### src/rtl/core/ksa_pkg.sv
package ksa_pkg;

  localparam int VAL_W   = 31;
  localparam int MAG_W   = 8;
  localparam int MUL_B_W = 14;
  localparam int SUM_W   = VAL_W + 2;

  localparam logic [VAL_W-1:0] VAL_MAX       = {VAL_W{1'b1}};
  localparam logic [VAL_W-1:0] INIT_VELOCITY = VAL_W'(50000);
  localparam logic [VAL_W-1:0] INIT_ACCEL    = VAL_W'(10000);
  localparam logic [VAL_W-1:0] RST_STROKE    = VAL_W'(3600000);
  localparam logic [VAL_W-1:0] RST_VEL_LIM   = VAL_W'(1750000);
  localparam logic [VAL_W-1:0] RST_ACC_LIM   = VAL_W'(999000);

  localparam logic [MUL_B_W-1:0] POS_STEP = MUL_B_W'(10000);
  localparam logic [MUL_B_W-1:0] ACC_STEP = MUL_B_W'(1000);

  localparam logic OP_ROTATE = 1'b0;
  localparam logic OP_CLICK  = 1'b1;

  localparam logic [1:0] KNOB_START = 2'd0;
  localparam logic [1:0] KNOB_END   = 2'd1;
  localparam logic [1:0] KNOB_VEL   = 2'd2;
  localparam logic [1:0] KNOB_ACC   = 2'd3;

  localparam logic [1:0] CFG_STROKE_LIMIT = 2'd0;
  localparam logic [1:0] CFG_VEL_LIMIT    = 2'd1;
  localparam logic [1:0] CFG_ACC_LIMIT    = 2'd2;
  localparam logic [1:0] CFG_LIMITS_VALID = 2'd3;

  localparam logic [3:0] MASK_NONE  = 4'b0000;
  localparam logic [3:0] MASK_START = 4'b0001;
  localparam logic [3:0] MASK_END   = 4'b0010;
  localparam logic [3:0] MASK_VEL   = 4'b0100;
  localparam logic [3:0] MASK_ACC   = 4'b1000;
  localparam logic [3:0] MASK_ALL   = 4'b1111;

  typedef enum logic [2:0] {
    ST_IDLE,
    ST_SQ,
    ST_CUBE,
    ST_SCALE,
    ST_ADD,
    ST_COMMIT
  } state_t;

  typedef enum logic [1:0] {
    SEL_MAG,
    SEL_POS_STEP,
    SEL_ACC_STEP
  } mul_sel_t;

  typedef struct packed {
    logic     load;
    logic     mul_en;
    mul_sel_t mul_sel;
    logic     add_en;
    logic     commit;
  } ctrl_t;

endpackage

### src/rtl/core/ksa_mul.sv
module ksa_mul
  import ksa_pkg::*;
(
  input  logic             clk,
  input  logic             load,
  input  logic [MAG_W-1:0] mag,
  input  logic             en,
  input  mul_sel_t         sel,
  output logic [VAL_W-1:0] prod
);

  logic [VAL_W-1:0]         prod_r;
  logic [MUL_B_W-1:0]       b;
  logic [VAL_W+MUL_B_W-1:0] full;

  always_comb begin
    case (sel)
      SEL_POS_STEP: b = POS_STEP;
      SEL_ACC_STEP: b = ACC_STEP;
      default:      b = MUL_B_W'(mag);
    endcase
  end

  assign full = (VAL_W+MUL_B_W)'(prod_r) * (VAL_W+MUL_B_W)'(b);

  // largest true product is 128^3*1000, below 2^31
  always_ff @(posedge clk) begin
    if (load) begin
      prod_r <= VAL_W'(mag);
    end else if (en) begin
      prod_r <= full[VAL_W-1:0];
    end
  end

  assign prod = prod_r;

endmodule

### src/rtl/core/ksa_ctrl.sv
module ksa_ctrl
  import ksa_pkg::*;
(
  input  logic       clk,
  input  logic       rst_n,
  input  logic       in_tvalid,
  input  logic       in_op,
  input  logic [1:0] knob_r,
  input  logic       out_free,
  output logic       in_tready,
  output ctrl_t      ctrl
);

  state_t state_r, state_nxt;

  always_ff @(posedge clk) begin
    if (!rst_n) begin
      state_r <= ST_IDLE;
    end else begin
      state_r <= state_nxt;
    end
  end

  always_comb begin
    state_nxt = state_r;
    unique case (state_r)
      ST_IDLE: begin
        if (in_tvalid) begin
          state_nxt = (in_op == OP_CLICK) ? ST_COMMIT : ST_SQ;
        end
      end
      ST_SQ:     state_nxt = (knob_r == KNOB_ACC) ? ST_CUBE : ST_SCALE;
      ST_CUBE:   state_nxt = ST_SCALE;
      ST_SCALE:  state_nxt = ST_ADD;
      ST_ADD:    state_nxt = ST_COMMIT;
      ST_COMMIT: begin
        if (out_free) begin
          state_nxt = ST_IDLE;
        end
      end
      default:   state_nxt = ST_IDLE;
    endcase
  end

  always_comb begin
    in_tready    = 1'b0;
    ctrl         = '0;
    ctrl.mul_sel = SEL_MAG;
    unique case (state_r)
      ST_IDLE: begin
        in_tready = 1'b1;
        ctrl.load = in_tvalid;
      end
      ST_SQ, ST_CUBE: ctrl.mul_en = 1'b1;
      ST_SCALE: begin
        ctrl.mul_en  = 1'b1;
        ctrl.mul_sel = (knob_r == KNOB_ACC) ? SEL_ACC_STEP : SEL_POS_STEP;
      end
      ST_ADD:    ctrl.add_en = 1'b1;
      ST_COMMIT: ctrl.commit = out_free;
      default: ;
    endcase
  end

  a_busy_after_accept: assert property (@(posedge clk) disable iff (!rst_n)
    in_tvalid && in_tready |=> !in_tready)
    else $error("input taken while an item is in progress");

  a_commit_needs_room: assert property (@(posedge clk) disable iff (!rst_n)
    ctrl.commit |-> out_free)
    else $error("result overwrote a pending transfer");

  a_cube_only_accel: assert property (@(posedge clk) disable iff (!rst_n)
    state_r == ST_CUBE |-> knob_r == KNOB_ACC)
    else $error("cubic step on a non-acceleration knob");

endmodule

### src/rtl/core/knob_setpoint_adjuster.sv
// Channel | Direction | Handshake            | Payload
// in_     | input     | in_tvalid/in_tready  | tuser: operation, knob; tdata: rotation_diff
// out_    | output    | out_tvalid/out_tready| tdata: setpoints, flags, changed_mask
// cfg_    | input     | cfg_wen              | cfg_addr index, cfg_wdata value
//
// A rotation steps through square, scale, add and commit (the acceleration knob adds a
// cubing step after the square); a click goes from idle straight to commit, and every item
// returns to idle afterwards. The shared multiplier does one step per cycle.
// in_tready is high only while the sequencer is idle; one item is in work at a time.
// A finished result waits in the output register; the next item is taken meanwhile
// and holds in its final step until that register is free.
// rst_n is synchronous and restores setpoints, flags and limits to their initial values.
module knob_setpoint_adjuster
  import ksa_pkg::*;
(
  input  logic         clk,
  input  logic         rst_n,
  input  logic         in_tvalid,
  output logic         in_tready,
  input  logic [7:0]   in_tdata,   // [7:0] rotation_diff
  input  logic [2:0]   in_tuser,   // [0] operation, [2:1] knob
  output logic         out_tvalid,
  input  logic         out_tready,
  output logic [135:0] out_tdata,  // [30:0] start_pos, [61:31] end_pos,
                                   // [92:62] velocity, [123:93] acceleration,
                                   // [124] enabled, [125] stopped,
                                   // [129:126] changed_mask, [135:130] zero
  input  logic         cfg_wen,
  input  logic [1:0]   cfg_addr,
  input  logic [30:0]  cfg_wdata
);

  ctrl_t ctrl;
  logic  out_free;

  logic [VAL_W-1:0] stroke_lim_r, vel_lim_r, acc_lim_r;
  logic             limits_valid_r;

  logic             op_r;
  logic [1:0]       knob_r;
  logic             neg_r;
  logic [MAG_W-1:0] mag;
  logic [VAL_W-1:0] prod;

  // multiplier operand for squaring/cubing is kept in a register of its own
  logic [MAG_W-1:0] mag_r;

  logic [VAL_W-1:0] start_pos_r, end_pos_r, vel_r, acc_r;
  logic [VAL_W-1:0] start_nxt, end_nxt, vel_nxt, acc_nxt;
  logic             enable_r, stop_r, enable_nxt, stop_nxt;
  logic [3:0]       mask_nxt;

  logic [VAL_W-1:0] base, bound, sat_r, lim_val;
  logic [SUM_W-1:0] sum;

  logic             out_tvalid_r;
  logic [VAL_W-1:0] o_start_r, o_end_r, o_vel_r, o_acc_r;
  logic             o_en_r, o_stop_r;
  logic [3:0]       o_mask_r;

  assign out_free = !out_tvalid_r || out_tready;

  ksa_ctrl u_ctrl (
    .clk       (clk),
    .rst_n     (rst_n),
    .in_tvalid (in_tvalid),
    .in_op     (in_tuser[0]),
    .knob_r    (knob_r),
    .out_free  (out_free),
    .in_tready (in_tready),
    .ctrl      (ctrl)
  );

  assign mag = in_tdata[7] ? MAG_W'(-in_tdata) : in_tdata;

  ksa_mul u_mul (
    .clk  (clk),
    .load (ctrl.load),
    .mag  (ctrl.load ? mag : mag_r),
    .en   (ctrl.mul_en),
    .sel  (ctrl.mul_sel),
    .prod (prod)
  );

  always_ff @(posedge clk) begin
    if (!rst_n) begin
      stroke_lim_r   <= RST_STROKE;
      vel_lim_r      <= RST_VEL_LIM;
      acc_lim_r      <= RST_ACC_LIM;
      limits_valid_r <= 1'b0;
    end else if (cfg_wen) begin
      unique case (cfg_addr)
        CFG_STROKE_LIMIT: stroke_lim_r   <= cfg_wdata;
        CFG_VEL_LIMIT:    vel_lim_r      <= cfg_wdata;
        CFG_ACC_LIMIT:    acc_lim_r      <= cfg_wdata;
        CFG_LIMITS_VALID: limits_valid_r <= cfg_wdata[0];
        default: ;
      endcase
    end
  end

  always_ff @(posedge clk) begin
    if (ctrl.load) begin
      op_r   <= in_tuser[0];
      knob_r <= in_tuser[2:1];
      neg_r  <= in_tdata[7];
      mag_r  <= mag;
    end
  end

  always_comb begin
    case (knob_r)
      KNOB_START: base = start_pos_r;
      KNOB_END:   base = end_pos_r;
      KNOB_VEL:   base = vel_r;
      default:    base = acc_r;
    endcase
  end

  assign sum = SUM_W'(base) + (neg_r ? -SUM_W'(prod) : SUM_W'(prod));

  always_ff @(posedge clk) begin
    if (ctrl.add_en) begin
      if (sum[SUM_W-1]) begin
        sat_r <= '0;
      end else if (sum[SUM_W-2]) begin
        sat_r <= VAL_MAX;
      end else begin
        sat_r <= sum[VAL_W-1:0];
      end
    end
  end

  always_comb begin
    case (knob_r)
      KNOB_VEL: bound = vel_lim_r;
      KNOB_ACC: bound = acc_lim_r;
      default:  bound = stroke_lim_r;
    endcase
  end

  assign lim_val = (limits_valid_r && (sat_r > bound)) ? bound : sat_r;

  always_comb begin
    start_nxt  = start_pos_r;
    end_nxt    = end_pos_r;
    vel_nxt    = vel_r;
    acc_nxt    = acc_r;
    enable_nxt = enable_r;
    stop_nxt   = stop_r;
    mask_nxt   = MASK_NONE;
    if (op_r == OP_ROTATE) begin
      case (knob_r)
        KNOB_START: begin
          start_nxt = lim_val;
          mask_nxt  = MASK_START;
          if (lim_val > end_pos_r) begin
            end_nxt  = lim_val;
            mask_nxt = MASK_START | MASK_END;
          end
        end
        KNOB_END: begin
          end_nxt  = lim_val;
          mask_nxt = MASK_END;
          // pull-down compares before the stroke limit is applied
          if (sat_r < start_pos_r) begin
            start_nxt = sat_r;
            mask_nxt  = MASK_START | MASK_END;
          end
        end
        KNOB_VEL: begin
          vel_nxt  = lim_val;
          mask_nxt = MASK_VEL;
        end
        default: begin
          acc_nxt  = lim_val;
          mask_nxt = MASK_ACC;
        end
      endcase
    end else begin
      case (knob_r)
        KNOB_START: enable_nxt = !enable_r;
        KNOB_END:   stop_nxt   = !stop_r;
        KNOB_VEL:   ;
        default: begin
          start_nxt = '0;
          end_nxt   = '0;
          vel_nxt   = INIT_VELOCITY;
          acc_nxt   = INIT_ACCEL;
          stop_nxt  = 1'b0;
          mask_nxt  = MASK_ALL;
        end
      endcase
    end
  end

  always_ff @(posedge clk) begin
    if (!rst_n) begin
      start_pos_r <= '0;
      end_pos_r   <= '0;
      vel_r       <= INIT_VELOCITY;
      acc_r       <= INIT_ACCEL;
      enable_r    <= 1'b0;
      stop_r      <= 1'b0;
    end else if (ctrl.commit) begin
      start_pos_r <= start_nxt;
      end_pos_r   <= end_nxt;
      vel_r       <= vel_nxt;
      acc_r       <= acc_nxt;
      enable_r    <= enable_nxt;
      stop_r      <= stop_nxt;
    end
  end

  always_ff @(posedge clk) begin
    if (!rst_n) begin
      out_tvalid_r <= 1'b0;
    end else if (ctrl.commit) begin
      out_tvalid_r <= 1'b1;
    end else if (out_tready) begin
      out_tvalid_r <= 1'b0;
    end
  end

  always_ff @(posedge clk) begin
    if (ctrl.commit) begin
      o_start_r <= start_nxt;
      o_end_r   <= end_nxt;
      o_vel_r   <= vel_nxt;
      o_acc_r   <= acc_nxt;
      o_en_r    <= enable_nxt;
      o_stop_r  <= stop_nxt;
      o_mask_r  <= mask_nxt;
    end
  end

  assign out_tvalid = out_tvalid_r;
  assign out_tdata  = {6'b0, o_mask_r, o_stop_r, o_en_r, o_acc_r, o_vel_r, o_end_r, o_start_r};

  a_commit_presents: assert property (@(posedge clk) disable iff (!rst_n)
    ctrl.commit |=> out_tvalid)
    else $error("committed result not presented");

  a_idle_no_result_change: assert property (@(posedge clk) disable iff (!rst_n)
    !ctrl.commit |=> $stable(start_pos_r) && $stable(end_pos_r) && $stable(vel_r)
                     && $stable(acc_r))
    else $error("setpoint changed outside commit");

  a_mag_held: assert property (@(posedge clk) disable iff (!rst_n)
    ctrl.mul_en |=> $stable(mag_r))
    else $error("operand changed during multiply sequence");

endmodule
### config.mk
export PLATFORM = sky130hd
export DESIGN_NAME = knob_setpoint_adjuster
export DESIGN_NICKNAME = d
export VERILOG_FILES = /design/src/rtl/core/ksa_pkg.sv /design/src/rtl/core/ksa_mul.sv /design/src/rtl/core/ksa_ctrl.sv /design/src/rtl/core/knob_setpoint_adjuster.sv
export SDC_FILE = /design/constraint.sdc
export NUM_CORES = 2
export LEC_CHECK = 0
export BUFFER_PORTS_ARGS = -buffer_cell sky130_fd_sc_hd__buf_4
export CORE_MARGIN = 2
export CORE_UTILIZATION = 30
export DETAILED_ROUTE_END_ITERATION = 8
export PLACE_DENSITY = 0.56
export SLEW_MARGIN = 30
export SYNTH_ARGS = -nofsm -noshare
export SYNTH_HDL_FRONTEND = slang
export SYNTH_SLANG_ARGS = --single-unit
export TNS_END_PERCENT = 30
### constraint.sdc
create_clock -name clk -period 9.2 [get_ports clk]
set_input_delay 1.84 -clock clk [delete_from_list [all_inputs] [get_ports clk]]
set_output_delay 1.84 -clock clk [all_outputs]
set_load 0.1 [all_outputs]
==> qor.txt <==
Status - complete, no violations
Worst path arrival time - 9.10 ns
Antenna cells - 0
Routed wire per std cell - 18.7 µm
Initial Util - 30.2%
DR vias - 25500
Post-Syn Area per Cell - 8.92 µm²
Root Driver - clkbuf_16
WHS - 0.457 ns
Stages on the worst setup path - 29
Clock skew - 0.0252 ns
Initial antenna violation count - 1
Die height - 332 µm
Ys flop type - dfxtp_1
RR Endpoint - u_mul.prod[30]
Routability congestion estimate - 0.889
Synth-to-Final Area Change - 13.7%
CTS tree - yes
DR iter-0 viols - 1766
Hold buffers post-CTS - 0
Setup TNS - 0 ns
Post-cts resize count - 0
Endpoint type of the worst setup path - register
Sequential share of the synthesized area - 31.9%
Number of distinct library cells after synthesis - 85
Worst Setup Slack, final - 0.588 ns
Worst Hold Class - reg2reg
Reg2reg start - u_ctrl.state_r[0]
Vias in the first global route - 25400
Num CTS Buffers - 45
Largest area contributor in the netlist - edfxtp_1
Crit path max fanout - 23
Crit path buffers/inverters - 9
IO buf count - 180
CTS Sinks - 428
Standard-cell rows - 120
RSZ-0062 raised after global routing - no
CP required - 9.69 ns
Final HPWL DP - 72500 µm
Worst reg2reg setup slack - 1.10 ns
Crit path from - in_tvalid
Clk buf depth - 3
Clock Latency Late Sink - 0.60 ns
Slowest-stage cell, CP - or4b_4
Setup Fix Bufs, Post-CTS - 0
Post-synthesis cell area - 32300 µm²
Die area - 110000 µm²
Pre-antenna DRT Iters - 6
Critical path start-end classification - in2reg
Layout cells sized above 1 - 10.7%
Synthesized instance count - 3625
Gr usage total - 17.3%
Final nets - 4174
Highest Clock Rate - 116 MHz
Largest net degree at the start of global routing - 74
Kind of cell adding the most delay to the critical path - adder cells
Fin. max-slew vios - 0
Tightest Pin Transition - 1.06 ns
DRT Wirelength - 96100 µm
Critical path's largest stage delay - 0.54 ns
Final setup fails - 0
Async SR Flop Fraction - 0%
Synth warn - 0
Slew margin rel. - 28.4%
Final Hold Vio Count - 0
H-tree Lvls - 2
Fin crit share - 93.6%
# IOs - 187
Worst setup path endpoint - u_mul.prod[23]
Clock transition at path regs - 0.06 ns
Period minus WS final - 8.61 ns
Share of the synthesized area in the top cell type - 16.1%
Place WS - 0.0142 ns
Vias/cell - 4.97
Synthesis-stage register bit count - 428
Top post-synthesis cells by area - edfxtp_1, dfxtp_1, fa_1, ha_1, nand2_1
First-pass GRT wire length - 151000 µm
DRC errors left - 0
Layout fillers - 11000
EDFF count, synth - 173
Max Cap Viol - 0
Design area - 36700 µm²
Register-to-Register Path Depth - 25
Worst setup SP type - input port
CORE AREA - 107000 µm²
DP Area - 35300 µm²
GR Overflow Total - 0
Most frequent CP cell - fa_1
Hold path startpoint - stroke_lim_r[27]
Chip width - 332 µm
ANT nets after route - 0
[logic make-up after synthesis]
family,Yosys count,share of synthesized area (%)
and+or+nand+nor,1169,16.7
buffers and inverters,646,7.76
adders and majority gates,424,21.6
xor gates and xnor gates,107,2.94
DFF,428,31.9
muxes,84,3.83
other,1,0.0116
AOI/OAI and AO/OA,766,15.3
[routing by layer]
layer	wire, µm	global-route usage, %
met1	41900	22.2
met2	46100	29.5
met5	12	0
met3	4190	2.15
met4	3930	6.67
[layout make-up]
class | instances | area [µm²] | share of cell area (%)
well taps | 1403 | 1760 | 4.78
repair buffers | 251 | 1970 | 5.37
clock buffers | 55 | 1200 | 3.28
multi-input cells | 2556 | 19600 | 53.5
clock inverters | 28 | 278 | 0.756
flip-flops and latches | 428 | 10300 | 28.0
inverters | 419 | 1590 | 4.33
[state kept, by name, indices dropped and copies added, names as in the netlist, 2 cells and up]
register,flops
acc_lim_r,31
acc_r,31
end_pos_r,31
knob_r,2
mag_r,8
o_acc_r,31
o_end_r,31
o_mask_r,4
o_start_r,31
o_vel_r,31
sat_r,31
start_pos_r,31
stroke_lim_r,31
u_ctrl.state_r,3
u_mul.prod,31
vel_lim_r,31
vel_r,31
[metrics by stage]
stage	utilization [%]	instances
after global routing	34.4	5140
after CTS	34.4	5140
after global placement	32.9	5055
final	34.4	5140
after detailed placement	33.0	5057
after floorplan	-	3630
[cells in the mapped netlist (7+ instances only)]
cell      instances
nand2_1         581
inv_1           416
dfxtp_1         255
fa_1            225
ha_1            199
o21ai_0         199
clkbuf_1        192
nor2_1          179
a21oi_1         177
edfxtp_1        173
nor2b_1          89
xnor2_1          81
nand3_1          80
a21boi_0         66
and3_1           53
a22oi_1          50
a21o_1           48
a211oi_1         47
mux2i_1          46
and2_1           39
o31ai_1          39
mux4_2           31
nand2b_1         30
nor3b_1          30
o221ai_1         25
xor2_1           25
nand4_1          22
nor3_1           22
a22o_1           16
o21a_1           16
buf_2            12
a211o_1          11
buf_1            11
buf_4             9
a31oi_1           8
o21bai_1          8
o41ai_1           8
mux2_2            7
o211ai_1          7
[cell usage in the layout (no fill, tap or decap), types with 24 or more instances in the layout]
cell type,n
nand2b_1,30
nand2_1,577
mux2i_1,46
mux4_2,31
ha_1,199
nor3b_1,29
edfxtp_1,173
a21oi_1,175
clkbuf_16,45
a21boi_0,66
a211oi_1,46
xor2_1,24
o221ai_1,25
xnor2_1,81
dfxtp_1,255
and2_1,39
buf_4,244
nor2b_1,88
a21o_1,48
nand3_1,79
fa_1,225
nor2_1,175
a22oi_1,50
inv_1,416
and3_1,53
o21ai_0,192
o31ai_1,39
[worst min-delay path, cell delays in order, from the launching register on]
cell      delay, ns
dfxtp_1        0.31
nand2_1        0.04
a21boi_0       0.06
[how the worst min path moves through the flow]
| stage | end | depth (start not counted) | slack [ns] |
|---|---|---|---|
| floorplan | mag_r[6] | 2 | 0.42 |
| global placement | mag_r[6] | 2 | 0.44 |
| detailed placement | mag_r[6] | 2 | 0.44 |
| CTS | mag_r[6] | 2 | 0.46 |
| global route | mag_r[6] | 2 | 0.47 |
| finish | stroke_lim_r[27] | 2 | 0.46 |
Power is not shown: default switching activity piles up to over one toggle a cycle in this logic, so the estimate is an artifact.
